--- config.mk ---
export PLATFORM = sky130hd
export DESIGN_NAME = positional_array_list
export DESIGN_NICKNAME = d
export VERILOG_FILES = /design/src/pal_pkg.sv /design/src/pal_cell.sv /design/src/positional_array_list.sv
export SDC_FILE = /design/constraint.sdc
export NUM_CORES = 2
export LEC_CHECK = 0
export BUFFER_PORTS_ARGS = -buffer_cell sky130_fd_sc_hd__clkbuf_2
export CORE_MARGIN = 3
export CORE_UTILIZATION = 30
export DETAILED_ROUTE_END_ITERATION = 6
export GPL_ROUTABILITY_DRIVEN = 0
export HOLD_SLACK_MARGIN = 0.1
export PLACE_DENSITY = 0.54
export SYNTH_ARGS = -nofsm -noshare
export SYNTH_HDL_FRONTEND = slang
export SYNTH_SLANG_ARGS = --single-unit
--- constraint.sdc ---
create_clock -name clock -period 12 [get_ports clock]
set_input_delay 1.8 -clock clock [delete_from_list [all_inputs] [get_ports clock]]
set_output_delay 1.8 -clock clock [all_outputs]
set_load 0.005 [all_outputs]
--- src/pal_pkg.sv ---
// Shared types and constants for the positional array list.
`default_nettype none

package pal_pkg;

   // Fixed field widths
   localparam int OP_W    = 3;
   localparam int VALUE_W = 32;
   localparam int POS_W   = 4;
   localparam int STAT_W  = 2;
   localparam int CNT_W   = 5;
   localparam int CAP_W   = 5;

   // Packed stream widths (whole bytes)
   localparam int REQ_DATA_W = 40;
   localparam int RSP_DATA_W = 40;

   localparam logic [CAP_W-1:0] CAP_RESET = 5'd16;

   typedef enum logic [OP_W-1:0] {
      OP_INSERT      = 3'd0,
      OP_APPEND      = 3'd1,
      OP_REMOVE      = 3'd2,
      OP_SWAP_REMOVE = 3'd3,
      OP_READ        = 3'd4
   } pal_op_type;

   typedef enum logic [STAT_W-1:0] {
      ST_OK      = 2'd0,
      ST_FULL    = 2'd1,
      ST_BAD_POS = 2'd2
   } pal_status_type;

   // Command broadcast to every cell of the chain
   typedef struct packed {
      logic                   apply;
      pal_op_type             op;
      logic [POS_W-1:0]       position;
      logic [CNT_W-1:0]       count;
      logic [VALUE_W-1:0]     value;
      logic [VALUE_W-1:0]     last_value;
   } pal_cmd_type;

endpackage

`default_nettype wire

--- src/pal_cell.sv ---
// One list slot: holds an entry and shifts to or from its neighbors.
`default_nettype none

module pal_cell #(
   parameter int INDEX = 0
) (
   input  logic                      clock,
   input  pal_pkg::pal_cmd_type      cmd,
   input  logic [pal_pkg::VALUE_W-1:0] left_entry,
   input  logic [pal_pkg::VALUE_W-1:0] right_entry,
   output logic [pal_pkg::VALUE_W-1:0] entry,
   output logic [pal_pkg::VALUE_W-1:0] pick_value,
   output logic [pal_pkg::VALUE_W-1:0] last_value
);
   import pal_pkg::*;

   localparam logic [31:0] MyIdx = 32'(INDEX);

   logic [VALUE_W-1:0] entry_ff;
   logic [VALUE_W-1:0] entry_in;
   logic [31:0]        pos_ext;
   logic [31:0]        cnt_ext;

   assign pos_ext = 32'(cmd.position);
   assign cnt_ext = 32'(cmd.count);

   // Slot update for the broadcast operation
   always_comb begin
      entry_in = entry_ff;
      if (cmd.apply) begin
         unique case (cmd.op)
            OP_INSERT: begin
               if (MyIdx == pos_ext) begin
                  entry_in = cmd.value;
               end else if (MyIdx > pos_ext && MyIdx <= cnt_ext) begin
                  entry_in = left_entry;
               end
            end
            OP_APPEND: begin
               if (MyIdx == cnt_ext) begin
                  entry_in = cmd.value;
               end
            end
            OP_REMOVE: begin
               if (MyIdx >= pos_ext && MyIdx + 32'd1 < cnt_ext) begin
                  entry_in = right_entry;
               end
            end
            OP_SWAP_REMOVE: begin
               if (MyIdx == pos_ext) begin
                  entry_in = cmd.last_value;
               end
            end
            default: begin
               entry_in = entry_ff;
            end
         endcase
      end
   end

   always_ff @(posedge clock) begin
      entry_ff <= entry_in;
   end

   // Masked taps, OR-combined at the top
   assign entry      = entry_ff;
   assign pick_value = (MyIdx == pos_ext) ? entry_ff : '0;
   assign last_value = (MyIdx + 32'd1 == cnt_ext) ? entry_ff : '0;

endmodule

`default_nettype wire

--- src/positional_array_list.sv ---
// Top level of the positional array list: control, cell chain, result register.
//
//  Channel  Dir  Handshake             Payload
//  req_     in   req_tvalid/tready     tdata: op, value, position
//  rsp_     out  rsp_tvalid/tready     tdata: status, read_value, count
//  csr_     in   csr_wen               csr_wdata: capacity
//
// One item per cycle when not stalled: the cell chain updates every slot in the
// accept cycle, and the result shows the cycle after, from the output register.
// A new item is taken while the result register is empty or being drained.
// Reset clears the count and the result valid and sets capacity to 16;
// entry contents are undefined until written.
`default_nettype none

module positional_array_list #(
   parameter int DEPTH = 16
) (
   input  logic                             clock,
   input  logic                             reset,
   // op [2:0], value [34:3], position [38:35], zero pad [39]
   input  logic [pal_pkg::REQ_DATA_W-1:0]   req_tdata,
   input  logic                             req_tvalid,
   output logic                             req_tready,
   // status [1:0], read_value [33:2], count [38:34], zero pad [39]
   output logic [pal_pkg::RSP_DATA_W-1:0]   rsp_tdata,
   output logic                             rsp_tvalid,
   input  logic                             rsp_tready,
   input  logic                             csr_wen,
   input  logic [pal_pkg::CAP_W-1:0]        csr_wdata
);
   import pal_pkg::*;

   logic [CAP_W-1:0]      capacity_ff;
   logic [CNT_W-1:0]      count_ff;
   logic [CNT_W-1:0]      count_in;
   logic                  rsp_valid_ff;
   logic [RSP_DATA_W-1:0] rsp_data_ff;

   pal_op_type            req_op;
   logic [VALUE_W-1:0]    req_value;
   logic [POS_W-1:0]      req_pos;
   logic                  accept;
   logic                  is_full;
   logic [31:0]           limit;
   pal_status_type        status;
   logic                  modify;
   logic [VALUE_W-1:0]    read_value;
   pal_cmd_type           cmd;

   logic [VALUE_W-1:0]    cell_entry [DEPTH];
   logic [VALUE_W-1:0]    cell_pick  [DEPTH];
   logic [VALUE_W-1:0]    cell_last  [DEPTH];
   logic [VALUE_W-1:0]    pick_value;
   logic [VALUE_W-1:0]    last_value;

   // Field unpacking
   assign req_op    = pal_op_type'(req_tdata[2:0]);
   assign req_value = req_tdata[34:3];
   assign req_pos   = req_tdata[38:35];

   assign req_tready = !rsp_valid_ff || rsp_tready;
   assign accept     = req_tvalid && req_tready;

   // Effective limit is min(capacity, DEPTH)
   assign limit   = (32'(capacity_ff) < 32'(DEPTH)) ? 32'(capacity_ff) : 32'(DEPTH);
   assign is_full = 32'(count_ff) >= limit;

   // OR-combine the masked taps of all cells
   always_comb begin
      pick_value = '0;
      last_value = '0;
      for (int i = 0; i < DEPTH; i++) begin
         pick_value = pick_value | cell_pick[i];
         last_value = last_value | cell_last[i];
      end
   end

   // Status, count and read data for the current item
   always_comb begin
      status     = ST_OK;
      modify     = 1'b0;
      count_in   = count_ff;
      read_value = '0;
      unique case (req_op)
         OP_INSERT: begin
            if (is_full) begin
               status = ST_FULL;
            end else if (5'(req_pos) > count_ff) begin
               status = ST_BAD_POS;
            end else begin
               modify   = 1'b1;
               count_in = count_ff + 5'd1;
            end
         end
         OP_APPEND: begin
            if (is_full) begin
               status = ST_FULL;
            end else begin
               modify   = 1'b1;
               count_in = count_ff + 5'd1;
            end
         end
         OP_REMOVE, OP_SWAP_REMOVE: begin
            if (5'(req_pos) >= count_ff) begin
               status = ST_BAD_POS;
            end else begin
               modify     = 1'b1;
               read_value = pick_value;
               count_in   = count_ff - 5'd1;
            end
         end
         OP_READ: begin
            if (5'(req_pos) >= count_ff) begin
               status = ST_BAD_POS;
            end else begin
               read_value = pick_value;
            end
         end
         default: begin
            status = ST_OK;
         end
      endcase
   end

   assign cmd.apply      = accept && modify;
   assign cmd.op         = req_op;
   assign cmd.position   = req_pos;
   assign cmd.count      = count_ff;
   assign cmd.value      = req_value;
   assign cmd.last_value = last_value;

   // Cell chain
   for (genvar g = 0; g < DEPTH; g++) begin : g_cell
      logic [VALUE_W-1:0] left_entry;
      logic [VALUE_W-1:0] right_entry;
      if (g == 0) begin : g_first
         assign left_entry = '0;
      end else begin : g_mid_l
         assign left_entry = cell_entry[g-1];
      end
      if (g == DEPTH - 1) begin : g_last
         assign right_entry = '0;
      end else begin : g_mid_r
         assign right_entry = cell_entry[g+1];
      end
      pal_cell #(
         .INDEX(g)
      ) u_cell (
         .clock      (clock),
         .cmd        (cmd),
         .left_entry (left_entry),
         .right_entry(right_entry),
         .entry      (cell_entry[g]),
         .pick_value (cell_pick[g]),
         .last_value (cell_last[g])
      );
   end

   // Control registers
   always_ff @(posedge clock) begin
      if (reset) begin
         capacity_ff  <= CAP_RESET;
         count_ff     <= '0;
         rsp_valid_ff <= 1'b0;
      end else begin
         if (csr_wen) begin
            capacity_ff <= csr_wdata;
         end
         if (accept) begin
            count_ff     <= count_in;
            rsp_valid_ff <= 1'b1;
         end else if (rsp_tready) begin
            rsp_valid_ff <= 1'b0;
         end
      end
   end

   // Result register
   always_ff @(posedge clock) begin
      if (accept) begin
         rsp_data_ff <= {1'b0, count_in, read_value, status};
      end
   end

   assign rsp_tdata  = rsp_data_ff;
   assign rsp_tvalid = rsp_valid_ff;

`ifndef SYNTHESIS
   a_count_bounded: assert property (@(posedge clock) disable iff (reset)
      32'(count_ff) <= 32'(DEPTH))
      else $error("entry count exceeds depth");

   a_grow_by_one: assert property (@(posedge clock) disable iff (reset)
      (accept && status == ST_OK && (req_op == OP_INSERT || req_op == OP_APPEND))
      |=> count_ff == $past(count_ff) + 5'd1)
      else $error("successful insert did not grow the list by one");

   a_fail_keeps_count: assert property (@(posedge clock) disable iff (reset)
      (accept && status != ST_OK) |=> $stable(count_ff))
      else $error("failed item changed the count");

   a_rsp_count_matches: assert property (@(posedge clock) disable iff (reset)
      accept |=> (rsp_tvalid && rsp_tdata[38:34] == count_ff))
      else $error("reported count differs from list count");
`endif

endmodule

`default_nettype wire

==> results.cfg <==
[outcome]
status = finished, violations left
violations = DRC

[place]
placed_area_um2 = 39510
dp_hpwl_um = 96330
pre_cts_ws_ps = 5410
io_buffers = 89

[finish]
layout_common_cells = edfxtp_1, a221o_1, mux2_2
syn2layout_area_growth_pct = 11.31
fillers = 12330
nNetsFinal = 3239
layout_commonest_cell = edfxtp_1
final_area_um2 = 41860
drive_above_1_share_pct = 24.98

[setup_path]
critical_path.endpoint_type = flop
crit_path_frequent_cell = buf_4
worstSetupStartpointType = input port
cp_slowest_cell = nor3_2
critPathMaxStageDelay_ps = 830
cp.required_ps = 12270
cp_num_buf_inv = 5
r2r.worst_path.cells = 8
worstSetupPathDepth = 12
cp.arrival_ps = 6420
path_delay_family = buffers and inverters
worstSetupPathType = input port to flop
cp_max_fo = 28
cp_cell_sequence = clkbuf_2, buf_4, inv_1, ha_1, a211o_1, a211oi_1, nor2_1, nor2_1, o21ai_2, buf_4, nor3_2, buf_4

[worst_hold_path]
worstHoldPathCells = 2
hp-class = flop to flop

[clocking]
insertion_delay_ps = 660
clockRootBuffer = clkbuf_16
cts_buffers = 72
cts_sinks = 562
cts.clk_slew.worst_paths_ps = 60
cts_setup_buffers = 0
ctsHtreeMaxLevel = 3
cts_resized = 0
clock_path_buffers = 3
cts_tree = yes
postCtsHoldBufs = 0

[grt]
grt_max_degree = 225
grt_use_total_pct = 26.40
grt_first_pass_wirelength_um = 253000
antenna_found_initial = 9
grt_pass1_vias = 32580
gr-total-overflow = 0

[logic_synthesis]
postSynthCellCount = 3300
async_reset_ff_share_pct = 0
syn_nets = 3364
synth_flop_cell = edfxtp_1
syn_area_um2 = 37600
synth-edff-count = 551
synth-seq-cells = 562
ys_seq_area_share_pct = 44.58
synth_warnings = 0
synth_area_per_cell_um2 = 11.40
ys_types = 88

[detailed_routing]
wl_per_cell_um = 36.84
drc = 11
dr_total_vias = 34440
via_per_inst = 7.060
postRouteAntennaNets = 0
drt-total-wl_um = 179700
drt_iter0_markers = 6156
firstDrtPassIters = 7

[sta]
hold_viol = 0
fmax_ghz = 0.1628
fin_setup_tns_ps = 0
fin_crit_sh_pct = 51.20
worst_pin_slew_ps = 1359
slew_viol_final = 0
skew_ps = 30.97
max-slew-margin-rel_pct = 8.787
fin_hold_ws_ps = 498.7
fin_crit_ps = 6144
setup_viol = 0
grt_setup_unrepaired = false
setup_ws_ps = 5856

[power]
power_density_nw_per_um2 = 133.2
max-vdd-ir-drop_mv = 0.1099
p_leak_uw = 0.01380
finalPower_uw = 5575

[floorplanning]
core_area_um2 = 124100
die-area_um2 = 129600
ios = 92
die_w_um = 360.0
start_util_pct = 30.30
die_h_um = 360.0
row_count = 129

[flow_run]
maxCapViolCount = 0
-- routing by layer --
layer  global-route usage (%)  wire (µm)  share of wire, %
met5                        0         28             0.016
met4                    13.77      10700               6.0
met3                    8.470      25980                14
met2                    37.44      74480                41
met1                    35.70      68510                38
-- synthesized netlist by cell type, types with 12 or more instances --
cell	n	area, µm²
edfxtp_1	551	16550
a221o_1	429	4294
mux2_2	384	4324
clkbuf_1	276	1036
nand2_1	262	983.4
a22o_1	105	919.6
nand3_1	102	510.5
mux2i_1	98	980.9
a21oi_1	93	465.5
a221oi_1	93	814.5
buf_2	72	360.4
nor2_1	68	255.2
a22oi_1	65	488.0
and3_1	53	331.6
a222oi_1	49	490.5
a31oi_1	45	281.5
nor3_1	37	185.2
a211o_1	34	297.8
o21ai_0	33	165.2
o21bai_1	30	225.2
o211ai_1	25	187.7
nand3b_1	21	157.7
buf_6	20	225.2
nand4_1	20	125.1
buf_1	18	67.56
o21ai_2	17	148.9
nor2b_1	16	100.1
ha_1	14	175.2
inv_1	14	52.55
a2111oi_0	12	105.1
buf_4	12	90.09
nand2b_1	12	75.07
o22ai_1	12	75.07
-- tightest hold or removal path: stages (launching register included) --
cell	delay, ps
dfxtp_1	320
mux2i_1	60
nor2_1	80
-- cell type report --
cell class              instances  area [µm²]  share of cell area [%]
repair buffers                203        1326                   3.168
inverters                      14       52.55                  0.1255
flip-flops and latches        562       16770                   40.07
clock buffers                  89        1927                   4.603
multi-input cells            2322       19310                   46.12
clock inverters                41       397.9                  0.9505
well taps                    1637        2048                   4.893
diodes                         10       25.02                 0.05978
-- state kept, by name, summed over array words and instances (netlist names) --
| name | count |
|---|---|
| capacity_ff | 5 |
| count_ff | 5 |
| g_cell.u_cell.entry | 512 |
| rsp_tdata | 39 |
| rsp_tvalid | 1 |
-- where the power goes --
part           switching (µW)  internal (µW)
Combinational             642            342
Sequential               90.3           2290
Clock                     939           1270
-- kinds of logic after synthesis --
logic type,share of synthesized area (%)
buffers and inverters,4.978
flip-flops,44.58
other,0.009972
adder cells (fa/ha/maj),0.4658
AND/OR/NAND/NOR,9.003
AO/OA/AOI/OAI,26.11
XOR/XNOR,0.06988
multiplexers,14.78
-- per-stage QoR --
step	utilization, %	instances
3_5_place_dp	31.83	4738
2_1_floorplan	-	3300
6_report	33.72	4878
4_1_cts	33.70	4868
5_1_grt	33.71	4870
3_3_place_gp	31.83	4738
-- worst paths after layout --
| path | start | end | slack, ps |
|---|---|---|---|
| hold reg to reg | capacity_ff[0]$_SDFFE_PP0P_ | capacity_ff[0]$_SDFFE_PP0P_ | 500 |
| setup reg to reg | count_ff[3]$_SDFFE_PP0P_ | g_cell[0].u_cell.entry[23]$_DFFE_PP_ | 6750 |
| hold / removal | capacity_ff[0]$_SDFFE_PP0P_ | capacity_ff[0]$_SDFFE_PP0P_ | 500 |
| setup / recovery | req_tdata[35] | g_cell[13].u_cell.entry[26]$_DFFE_PP_ | 5860 |
(Power assumes the default switching activity.)
